[src/rtl/xpfp_pkg.sv]
package xpfp_pkg;

  // Item selector codes; the fourth code is reserved and ignored.
  localparam logic [1:0] FUNC_FEEDBACK = 2'd0;
  localparam logic [1:0] FUNC_START    = 2'd1;
  localparam logic [1:0] FUNC_PAYLOAD  = 2'd2;

  localparam logic KIND_DATA   = 1'b0;
  localparam logic KIND_PARITY = 1'b1;

  localparam logic [3:0] GS_MIN   = 4'd2;
  localparam logic [3:0] GS_MAX   = 4'd12;
  localparam logic [3:0] GS_RESET = 4'd6;

  localparam logic [3:0] HDR_BYTES  = 4'd6;
  localparam logic [3:0] WORD_BYTES = 4'd8;

  typedef enum logic [1:0] {
    ST_IDLE,
    ST_PHDR,
    ST_PWORD,
    ST_DHDR
  } state_e;

  // Control handed to the row of parity cells.
  typedef struct packed {
    logic shift;
    logic wr;
  } store_ctl_t;

  function automatic logic [63:0] header_word(logic kind, logic [31:0] seq,
                                              logic [3:0] size);
    header_word = {16'h0, 4'h0, size, seq[7:0], seq[15:8], seq[23:16],
                   seq[31:24], 7'h0, kind};
  endfunction

  function automatic logic [3:0] clamp_size(logic [7:0] req);
    if (req < {4'h0, GS_MIN}) begin
      clamp_size = GS_MIN;
    end else if (req > {4'h0, GS_MAX}) begin
      clamp_size = GS_MAX;
    end else begin
      clamp_size = req[3:0];
    end
  endfunction

endpackage

[src/rtl/xpfp_in_if.sv]
interface xpfp_in_if;
  logic        valid;
  logic        ready;
  logic [1:0]  func;
  logic [7:0]  byte_value;
  logic [31:0] sequence_req;
  logic        frame_end;

  modport source (output valid, output func, output byte_value,
                  output sequence_req, output frame_end, input ready);
  modport sink (input valid, input func, input byte_value,
                input sequence_req, input frame_end, output ready);
endinterface

[src/rtl/xpfp_out_if.sv]
interface xpfp_out_if;
  logic        valid;
  logic        ready;
  logic [63:0] wire_word;
  logic [3:0]  byte_count;
  logic        packet_kind;
  logic        packet_end;

  modport source (output valid, output wire_word, output byte_count,
                  output packet_kind, output packet_end, input ready);
  modport sink (input valid, input wire_word, input byte_count,
                input packet_kind, input packet_end, output ready);
endinterface

[src/rtl/xpfp_cell.sv]
module xpfp_cell import xpfp_pkg::*; #(
  parameter int IDX = 0,
  parameter int PW  = 8
) (
  input  logic          clk_i,
  input  logic          rst_ni,
  input  store_ctl_t    ctl_i,
  input  logic [PW-1:0] pos_i,
  input  logic [7:0]    byte_i,
  input  logic [7:0]    shift_i,
  output logic [7:0]    value_o
);

  logic [7:0] val_q, val_d;

  // Shift wins: during a parity burst no payload is written.
  always_comb begin
    val_d = val_q;
    if (ctl_i.shift) begin
      val_d = shift_i;
    end else if (ctl_i.wr && (pos_i == PW'(IDX))) begin
      val_d = val_q ^ byte_i;
    end
  end

  always_ff @(posedge clk_i or negedge rst_ni) begin
    if (!rst_ni) begin
      val_q <= 8'h0;
    end else begin
      val_q <= val_d;
    end
  end

  assign value_o = val_q;

endmodule

[src/rtl/xpfp_store.sv]
module xpfp_store import xpfp_pkg::*; #(
  parameter int FRAME_BYTES = 160
) (
  input  logic                                    clk_i,
  input  logic                                    rst_ni,
  input  store_ctl_t                              ctl_i,
  input  logic [$clog2(((FRAME_BYTES+7)/8)*8+1)-1:0] pos_i,
  input  logic [7:0]                              byte_i,
  output logic [63:0]                             head_o
);

  localparam int NCELL = ((FRAME_BYTES + 7) / 8) * 8;
  localparam int PW    = $clog2(NCELL + 1);

  logic [7:0] val [NCELL];

  // Each cell takes the byte eight places up on a shift; the tail fills with zero.
  for (genvar k = 0; k < NCELL; k++) begin : g_cell
    logic [7:0] nxt;
    if (k + 8 < NCELL) begin : g_mid
      assign nxt = val[k+8];
    end else begin : g_tail
      assign nxt = 8'h0;
    end
    xpfp_cell #(.IDX(k), .PW(PW)) u_cell (
      .clk_i  (clk_i),
      .rst_ni (rst_ni),
      .ctl_i  (ctl_i),
      .pos_i  (pos_i),
      .byte_i (byte_i),
      .shift_i(nxt),
      .value_o(val[k])
    );
  end

  for (genvar j = 0; j < 8; j++) begin : g_head
    assign head_o[8*j +: 8] = val[j];
  end

endmodule

[src/rtl/xor_parity_fec_packetizer_core.sv]
// XOR parity FEC packetizer.
// in_i carries feedback (new group size, clamped to 2..12), frame starts with
// a sequence number, and payload bytes. out_o carries wire words of up to
// eight bytes, first byte in bits 7:0, with a byte count, a packet kind and
// an end-of-packet flag. A transfer happens when valid and ready are high.
// Each frame start gives a 6-byte data header word and each payload byte a
// one-byte word, registered and shown in the cycle after the input transfer
// (a header deferred behind parity apart); payload streams at one byte per
// cycle while out_o is ready. When a frame closes the group full, a parity
// burst of 1 + ceil(FRAME_BYTES/8) words follows, one word per cycle while
// out_o is ready, and in_i.ready stays low for that burst and for the
// deferred data header when a start closes an open frame that fills the group.
// A word counter sets the burst length; the row of parity cells shifts eight
// bytes to its head per word and zero-fills the tail, leaving the store clear.
// A stalled receiver holds the output register; ready drops until the word
// is taken, and no input is transferred meanwhile.
// Reset clears the parity cells, the group count and any open frame, and
// sets the group size to 6.
module xor_parity_fec_packetizer_core import xpfp_pkg::*; #(
  parameter int FRAME_BYTES = 160
) (
  input  logic              clk_i,
  input  logic              rst_ni,
  xpfp_in_if.sink           in_i,
  xpfp_out_if.source        out_o
);

  localparam int NW    = (FRAME_BYTES + 7) / 8;
  localparam int NCELL = NW * 8;
  localparam int PW    = $clog2(NCELL + 1);
  localparam int WCW   = (NW > 1) ? $clog2(NW) : 1;
  localparam logic [3:0] LAST_CNT = ((FRAME_BYTES % 8) == 0) ? 4'd8 :
                                    4'(FRAME_BYTES % 8);

  state_e        state_q, state_d;
  logic [3:0]    gs_q, gs_d;
  logic [3:0]    fig_q, fig_d;
  logic [31:0]   gfs_q, gfs_d;
  logic [PW-1:0] pos_q, pos_d;
  logic          open_q, open_d;
  logic          pend_q, pend_d;
  logic [31:0]   seq_q, seq_d;
  logic          fend_q, fend_d;
  logic [WCW-1:0] wc_q, wc_d;
  logic          ov_q, ov_d;
  logic [63:0]   ow_q, ow_d;
  logic [3:0]    oc_q, oc_d;
  logic          ok_q, ok_d;
  logic          oe_q, oe_d;

  logic          emit;
  logic [63:0]   e_word;
  logic [3:0]    e_cnt;
  logic          e_kind;
  logic          e_end;
  store_ctl_t    sctl;
  logic [63:0]   head_w;

  logic          out_free, in_acc, is_start, is_pay, wc_last;
  logic [3:0]    fig_open;
  logic          par_pre, par_start_end, par_pay;

  // Output register frees when empty or when its word transfers this cycle.
  assign out_free = !ov_q || out_o.ready;
  assign in_i.ready = (state_q == ST_IDLE) && out_free;
  assign in_acc   = in_i.valid && in_i.ready;
  assign is_start = in_acc && (in_i.func == FUNC_START);
  assign is_pay   = in_acc && (in_i.func == FUNC_PAYLOAD) && open_q;
  assign wc_last  = (wc_q == WCW'(NW - 1));

  // A frame start closes any open frame first.
  assign fig_open = open_q ? (fig_q + 4'd1) : fig_q;
  assign par_pre  = is_start && open_q && (fig_open >= gs_q);
  assign par_start_end = is_start && !par_pre && in_i.frame_end &&
                         ((fig_open + 4'd1) >= gs_q);
  assign par_pay  = is_pay && in_i.frame_end && ((fig_q + 4'd1) >= gs_q);

  xpfp_store #(.FRAME_BYTES(FRAME_BYTES)) u_store (
    .clk_i (clk_i),
    .rst_ni(rst_ni),
    .ctl_i (sctl),
    .pos_i (pos_q),
    .byte_i(in_i.byte_value),
    .head_o(head_w)
  );

  // Next state.
  always_comb begin
    state_d = state_q;
    case (state_q)
      ST_IDLE: begin
        if (par_pre || par_start_end || par_pay) begin
          state_d = ST_PHDR;
        end
      end
      ST_PHDR: begin
        if (out_free) begin
          state_d = ST_PWORD;
        end
      end
      ST_PWORD: begin
        if (out_free && wc_last) begin
          state_d = pend_q ? ST_DHDR : ST_IDLE;
        end
      end
      ST_DHDR: begin
        if (out_free) begin
          state_d = ST_IDLE;
        end
      end
      default: state_d = ST_IDLE;
    endcase
  end

  // Datapath and emitted words.
  always_comb begin
    gs_d   = gs_q;
    fig_d  = fig_q;
    gfs_d  = gfs_q;
    pos_d  = pos_q;
    open_d = open_q;
    pend_d = pend_q;
    seq_d  = seq_q;
    fend_d = fend_q;
    wc_d   = wc_q;
    emit   = 1'b0;
    e_word = 64'h0;
    e_cnt  = HDR_BYTES;
    e_kind = KIND_DATA;
    e_end  = 1'b0;
    sctl   = '0;
    case (state_q)
      ST_IDLE: begin
        if (in_acc) begin
          case (in_i.func)
            FUNC_FEEDBACK: begin
              gs_d = clamp_size(in_i.byte_value);
            end
            FUNC_START: begin
              if (par_pre) begin
                // Parity goes out first; hold the new header for later.
                fig_d  = 4'd0;
                open_d = 1'b0;
                pend_d = 1'b1;
                seq_d  = in_i.sequence_req;
                fend_d = in_i.frame_end;
              end else begin
                emit   = 1'b1;
                e_word = header_word(KIND_DATA, in_i.sequence_req, gs_q);
                e_end  = in_i.frame_end;
                pos_d  = '0;
                if (fig_open == 4'd0) begin
                  gfs_d = in_i.sequence_req;
                end
                if (in_i.frame_end) begin
                  open_d = 1'b0;
                  fig_d  = par_start_end ? 4'd0 : (fig_open + 4'd1);
                end else begin
                  open_d = 1'b1;
                  fig_d  = fig_open;
                end
              end
            end
            FUNC_PAYLOAD: begin
              if (open_q) begin
                emit   = 1'b1;
                e_word = {56'h0, in_i.byte_value};
                e_cnt  = 4'd1;
                e_end  = in_i.frame_end;
                if (pos_q < PW'(FRAME_BYTES)) begin
                  sctl.wr = 1'b1;
                  pos_d   = pos_q + PW'(1);
                end
                if (in_i.frame_end) begin
                  open_d = 1'b0;
                  fig_d  = par_pay ? 4'd0 : (fig_q + 4'd1);
                end
              end
            end
            default: begin
            end
          endcase
        end
      end
      ST_PHDR: begin
        if (out_free) begin
          emit   = 1'b1;
          e_word = header_word(KIND_PARITY, gfs_q, gs_q);
          e_kind = KIND_PARITY;
          wc_d   = '0;
        end
      end
      ST_PWORD: begin
        if (out_free) begin
          emit       = 1'b1;
          e_word     = head_w;
          e_cnt      = wc_last ? LAST_CNT : WORD_BYTES;
          e_kind     = KIND_PARITY;
          e_end      = wc_last;
          sctl.shift = 1'b1;
          wc_d       = wc_q + WCW'(1);
        end
      end
      ST_DHDR: begin
        if (out_free) begin
          emit   = 1'b1;
          e_word = header_word(KIND_DATA, seq_q, gs_q);
          e_end  = fend_q;
          gfs_d  = seq_q;
          pos_d  = '0;
          pend_d = 1'b0;
          if (fend_q) begin
            // The group was just emptied, so this close cannot fill it.
            fig_d  = 4'd1;
            open_d = 1'b0;
          end else begin
            open_d = 1'b1;
          end
        end
      end
      default: begin
      end
    endcase
  end

  always_comb begin
    ov_d = ov_q;
    ow_d = ow_q;
    oc_d = oc_q;
    ok_d = ok_q;
    oe_d = oe_q;
    if (out_free) begin
      ov_d = emit;
    end
    if (emit) begin
      ow_d = e_word;
      oc_d = e_cnt;
      ok_d = e_kind;
      oe_d = e_end;
    end
  end

  always_ff @(posedge clk_i or negedge rst_ni) begin
    if (!rst_ni) begin
      state_q <= ST_IDLE;
      gs_q    <= GS_RESET;
      fig_q   <= 4'd0;
      gfs_q   <= 32'h0;
      pos_q   <= '0;
      open_q  <= 1'b0;
      pend_q  <= 1'b0;
      wc_q    <= '0;
      ov_q    <= 1'b0;
    end else begin
      state_q <= state_d;
      gs_q    <= gs_d;
      fig_q   <= fig_d;
      gfs_q   <= gfs_d;
      pos_q   <= pos_d;
      open_q  <= open_d;
      pend_q  <= pend_d;
      wc_q    <= wc_d;
      ov_q    <= ov_d;
    end
  end

  always_ff @(posedge clk_i) begin
    seq_q  <= seq_d;
    fend_q <= fend_d;
    ow_q   <= ow_d;
    oc_q   <= oc_d;
    ok_q   <= ok_d;
    oe_q   <= oe_d;
  end

  assign out_o.valid       = ov_q;
  assign out_o.wire_word   = ow_q;
  assign out_o.byte_count  = oc_q;
  assign out_o.packet_kind = ok_q;
  assign out_o.packet_end  = oe_q;

  a_gs_range: assert property (@(posedge clk_i) disable iff (!rst_ni)
    (gs_q >= GS_MIN) && (gs_q <= GS_MAX))
    else $error("group size out of range");

  a_pos_sat: assert property (@(posedge clk_i) disable iff (!rst_ni)
    pos_q <= PW'(FRAME_BYTES))
    else $error("byte position beyond frame");

  a_burst_start: assert property (@(posedge clk_i) disable iff (!rst_ni)
    (state_q == ST_PHDR) && out_free |=> (state_q == ST_PWORD) && (wc_q == '0))
    else $error("parity burst did not start at word zero");

  a_store_clear: assert property (@(posedge clk_i) disable iff (!rst_ni)
    (state_q == ST_PWORD) && out_free && wc_last |=> (head_w == 64'h0))
    else $error("parity store not clear after burst");

  a_no_input_burst: assert property (@(posedge clk_i) disable iff (!rst_ni)
    (state_q == ST_PWORD) |-> !in_acc && !open_q)
    else $error("input transfer or open frame during parity burst");

endmodule

[src/flat_wrapper.sv]
// flat-port wrapper written by rule: the top's interface ports become plain ports
module xor_parity_fec_packetizer_core_flat import xpfp_pkg::*;
#(
  parameter int FRAME_BYTES = 160
)
  (clk_i, rst_ni, in_i_valid, in_i_func, in_i_byte_value, in_i_sequence_req, in_i_frame_end, in_i_ready, out_o_valid, out_o_wire_word, out_o_byte_count, out_o_packet_kind, out_o_packet_end, out_o_ready);
  xpfp_in_if in_i_i ();
  xpfp_out_if out_o_i ();
  input  logic clk_i;
  input  logic rst_ni;
  input wire logic [$bits(in_i_i.valid)-1:0] in_i_valid;
  input wire logic [$bits(in_i_i.func)-1:0] in_i_func;
  input wire logic [$bits(in_i_i.byte_value)-1:0] in_i_byte_value;
  input wire logic [$bits(in_i_i.sequence_req)-1:0] in_i_sequence_req;
  input wire logic [$bits(in_i_i.frame_end)-1:0] in_i_frame_end;
  output wire logic [$bits(in_i_i.ready)-1:0] in_i_ready;
  output wire logic [$bits(out_o_i.valid)-1:0] out_o_valid;
  output wire logic [$bits(out_o_i.wire_word)-1:0] out_o_wire_word;
  output wire logic [$bits(out_o_i.byte_count)-1:0] out_o_byte_count;
  output wire logic [$bits(out_o_i.packet_kind)-1:0] out_o_packet_kind;
  output wire logic [$bits(out_o_i.packet_end)-1:0] out_o_packet_end;
  input wire logic [$bits(out_o_i.ready)-1:0] out_o_ready;
  assign in_i_i.valid = in_i_valid;
  assign in_i_i.func = in_i_func;
  assign in_i_i.byte_value = in_i_byte_value;
  assign in_i_i.sequence_req = in_i_sequence_req;
  assign in_i_i.frame_end = in_i_frame_end;
  assign in_i_ready = in_i_i.ready;
  assign out_o_valid = out_o_i.valid;
  assign out_o_wire_word = out_o_i.wire_word;
  assign out_o_byte_count = out_o_i.byte_count;
  assign out_o_packet_kind = out_o_i.packet_kind;
  assign out_o_packet_end = out_o_i.packet_end;
  assign out_o_i.ready = out_o_ready;
  xor_parity_fec_packetizer_core #(.FRAME_BYTES(FRAME_BYTES)) u_core (.clk_i(clk_i), .rst_ni(rst_ni), .in_i(in_i_i), .out_o(out_o_i));
endmodule
[config.mk]
export PLATFORM = sky130hd
export DESIGN_NAME = xor_parity_fec_packetizer_core_flat
export DESIGN_NICKNAME = d
export VERILOG_FILES = /design/src/rtl/xpfp_pkg.sv /design/src/rtl/xpfp_in_if.sv /design/src/rtl/xpfp_out_if.sv /design/src/rtl/xpfp_cell.sv /design/src/rtl/xpfp_store.sv /design/src/rtl/xor_parity_fec_packetizer_core.sv /design/src/flat_wrapper.sv
export SDC_FILE = /design/constraint.sdc
export NUM_CORES = 2
export LEC_CHECK = 0
export BUFFER_PORTS_ARGS = -buffer_cell sky130_fd_sc_hd__buf_4
export CORE_UTILIZATION = 47
export CTS_CLUSTER_DIAMETER = 50
export DETAILED_ROUTE_END_ITERATION = 12
export SYNTH_ARGS = -nofsm -noshare
export SYNTH_HDL_FRONTEND = slang
export SYNTH_SLANG_ARGS = --single-unit
[constraint.sdc]
create_clock -name clk_i -period 6.7 [get_ports clk_i]
set_clock_uncertainty 0.2 [all_clocks]
set_input_delay 0.335 -clock clk_i [delete_from_list [all_inputs] [get_ports clk_i]]
set_output_delay 0.335 -clock clk_i [all_outputs]
set_load 0.05 [all_outputs]
==> flow_metrics.tcl <==
set metrics [dict create \
    status "completed" \
    core-area_mm2 0.148 \
    grt_max_degree 268 \
    grt_pass1_wl_um 314000 \
    max_stage_delay_ps 590 \
    utilization 0.527 \
    slew_headroom 0.137 \
    start_util 0.473 \
    cp_max_fo 39 \
    slowest_stage "buf_4" \
    netlist_area_mm2 0.0698 \
    clk_pin_slew_worst_paths_ps 50 \
    cp.arrival_ps 5020 \
    gp_congestion 0.838 \
    num_rows 141 \
    cts.sinks 1440 \
    tns_ps 0 \
    total_power_mw 29.9 \
    numCtsBuffers 166 \
    ys_seq_area_frac 0.523 \
    drtAntennaViolNets 0 \
    nNetsFinal 7668 \
    drive_gt1_frac 0.0691 \
    finalHoldViolations 0 \
    path_class "register to register" \
    grtUsageTotal 0.265 \
    fmax_mhz 208 \
    floorplan.die_area_mm2 0.150 \
    rrSetupSlack_ps 1900 \
    cellPowerDensity_mw_per_mm2 384 \
    grt-ovfl-total 0 \
    dp_hpwl_um 117000 \
    worst_slack_ps 1900 \
    io_pins 119 \
    leakage_nw 31.7 \
    ys.flop_type "dfrtp_1" \
    tritoncts "yes" \
    syn_nets 7817 \
    worstPathRequired_ps 6920 \
    period_needed_ps 4800 \
    hold_path_class "input port to register" \
    ir_worst_vdd_uv 251 \
    dieWidth_um 388 \
    yosysTopAreaCell "dfrtp_1" \
    final_common_cell "nand2_1" \
    ys_warn_count 0 \
    crit_family "compound AO/OA/AOI/OAI gates" \
    stdcell_area_mm2 0.0778 \
    cts_root_buf "clkbuf_16" \
    max_slew.worst_pin.slew_ps 1290 \
    preCtsSetupSlack_ps 1920 \
    drc 0 \
    path_buf_inv 3 \
    io_buffers 118 \
    max_cap_viol_count 0 \
    avgSynthCellArea_um2 9.02 \
    dr.pass1.iters 6 \
    fin_crit_sh 0.717 \
    synthArstFlopShare 0.929 \
    grt_pass1_vias 51700 \
    vias 53500 \
    setup_viol 0 \
    start_kind "register" \
    clkLatencyLatePin_ps 800 \
    wl_um 201000 \
    yosysUniqueCellTypes 62 \
    finalMaxSlewViolations 0 \
    syn_to_final_growth_pct 11.4 \
    clk_path_buf_depth 3 \
    path_cells "ha_1 > nand2_1 > xor2_1 > inv_1 > ha_1 > o41ai_1 > or3_1 > inv_2 > o21ai_0 > nand2_1 > o21ai_4 > buf_4" \
    antenna_found_initial 3 \
    ys_seq_elements 1440 \
    synth-edff-count 102 \
    drt-wirelength-per-cell_um 20.8 \
    post_drt_via_cell_ratio 5.54 \
    endpoint_kind "register" \
    htreeDepth 4 \
    drt_iter0_markers 5143 \
    dieHeight_um 388 \
    synth_area_leaders "dfrtp_1 48%, xor2_1 11%, nand2_1 11%" \
    cts_resized 0 \
    synth_cells 7742 \
    synth_top_area_frac 0.479 \
    dpl_cell_area_mm2 0.0718 \
    rsz0062_at_grt "no" \
    final_cell_mix "2037 x nand2_1, 1336 x dfrtp_1, 1248 x o21ai_0, 880 x xor2_1, 495 x nor2_1" \
]
metrics by stage:
step                      hold WS, ps  cells
final                            61.4   9664
after global routing             65.1   9663
after CTS                        4.49   9663
after detailed placement          180   9309
after global placement            175   9309
after floorplan                  -161   7742
worst paths after layout:
kind / cells after the start / end / startpoint
setup reg to reg: 12 / u_core.out_o.wire_word[45]$_DFFE_PP_ / u_core.fig_q[0]$_DFFE_PN0P_
hold reg to reg: 2 / u_core.u_store.g_cell[44].u_cell.value_o[7]$_DFFE_PN0P_ / u_core.u_store.g_cell[52].u_cell.value_o[7]$_DFFE_PN0P_
max in group asynchronous: 5 / u_core.u_store.g_cell[59].u_cell.value_o[5]$_DFFE_PN0P_ / rst_ni
hold / removal: 4 / u_core.fig_q[0]$_DFFE_PN0P_ / in_i_func[1]
setup / recovery: 12 / u_core.out_o.wire_word[45]$_DFFE_PP_ / u_core.fig_q[0]$_DFFE_PN0P_
min in group asynchronous: 3 / u_core.gfs_q[0]$_DFFE_PN0P_ / rst_ni
synthesized netlist by cell type, types with 3 or more instances:
| library cell | number |
|---|---|
| nand2_1 | 2038 |
| o21a_1 | 3 |
| a22o_1 | 12 |
| dfrtp_1 | 1336 |
| buf_1 | 17 |
| a21o_1 | 11 |
| inv_1 | 24 |
| a32o_1 | 3 |
| buf_2 | 208 |
| o211ai_1 | 4 |
| buf_6 | 8 |
| nand3_1 | 16 |
| o21ai_1 | 140 |
| nor2_1 | 498 |
| o21ai_0 | 1249 |
| a222oi_1 | 33 |
| o41ai_1 | 3 |
| and2_1 | 75 |
| o31ai_1 | 5 |
| or3_1 | 31 |
| o21ai_2 | 5 |
| nor4_4 | 4 |
| a31oi_1 | 3 |
| edfxtp_1 | 102 |
| a311oi_1 | 42 |
| mux2i_1 | 33 |
| clkbuf_1 | 335 |
| a41oi_1 | 3 |
| ha_1 | 28 |
| xor2_1 | 880 |
| and3_1 | 24 |
| a21oi_1 | 294 |
| nand2b_1 | 19 |
| nand4_1 | 8 |
| xnor2_1 | 196 |
| nor3_4 | 8 |
| nor3_1 | 11 |
registers in the layout, summed over array words and instances, names as in the netlist:
register and count:
u_core.out_o.byte_count 3, u_core.fig_q 4, u_core.u_store.g_cell.u_cell.value_o 1280, u_core.out_o.packet_end 1, u_core.out_o.valid 1, u_core.out_o.packet_kind 1
u_core.gfs_q 32, u_core.fend_q 1, u_core.pos_q 8, u_core.out_o.wire_word 64, u_core.open_q 1, u_core.pend_q 1
u_core.state_q 2, u_core.seq_q 32, u_core.gs_q 4, u_core.wc_q 5
where the power goes:
group / switching [mW] / internal (mW)
clock network: 3.84 / 5.36
registers: 1.79 / 11.2
logic: 5.20 / 2.51
total: 10.8 / 19.1
tightest hold or removal path: cells and delay by family:
kind	cells	cell delay, ps
adders and majority gates	1	310
buffers and inverters	1	130
and+or+nand+nor	1	130
AOI/OAI and AO/OA	1	80
layer usage:
metal	track usage	vias up	routed length [um]
met4	0.0722	0	4800
met3	0.0345	287	11100
met1	0.391	26700	92300
met5	0	-	0
met2	0.411	1407	92300
li1	-	25100	-
timing repair:
item | in CTS | in global routing
endpoints found under the hold margin | 349 | 0
buffers inserted | 0 | 0
hold buffers | 46 | 0
logic make-up after synthesis:
family,after synthesis,share of synthesized area
and+or+nand+nor,2748,0.157
buffers and inverters,597,0.0368
DFF,1440,0.523
AOI/OAI and AO/OA,1820,0.138
adders and majority gates,28,0.00502
muxes,33,0.00473
xor gates and xnor gates,1076,0.135
layout make-up:
type                    instances  area (um^2)
fillers                     13400        69800
flip-flops and latches       1440        36500
multi-input cells            5705        30900
clock buffers                 240         4820
well taps                    1930         2410
repair buffers                254         2290
clock inverters                68          752
inverters                      26          105
diodes                          1         2.50
(Power assumes the default switching activity.)
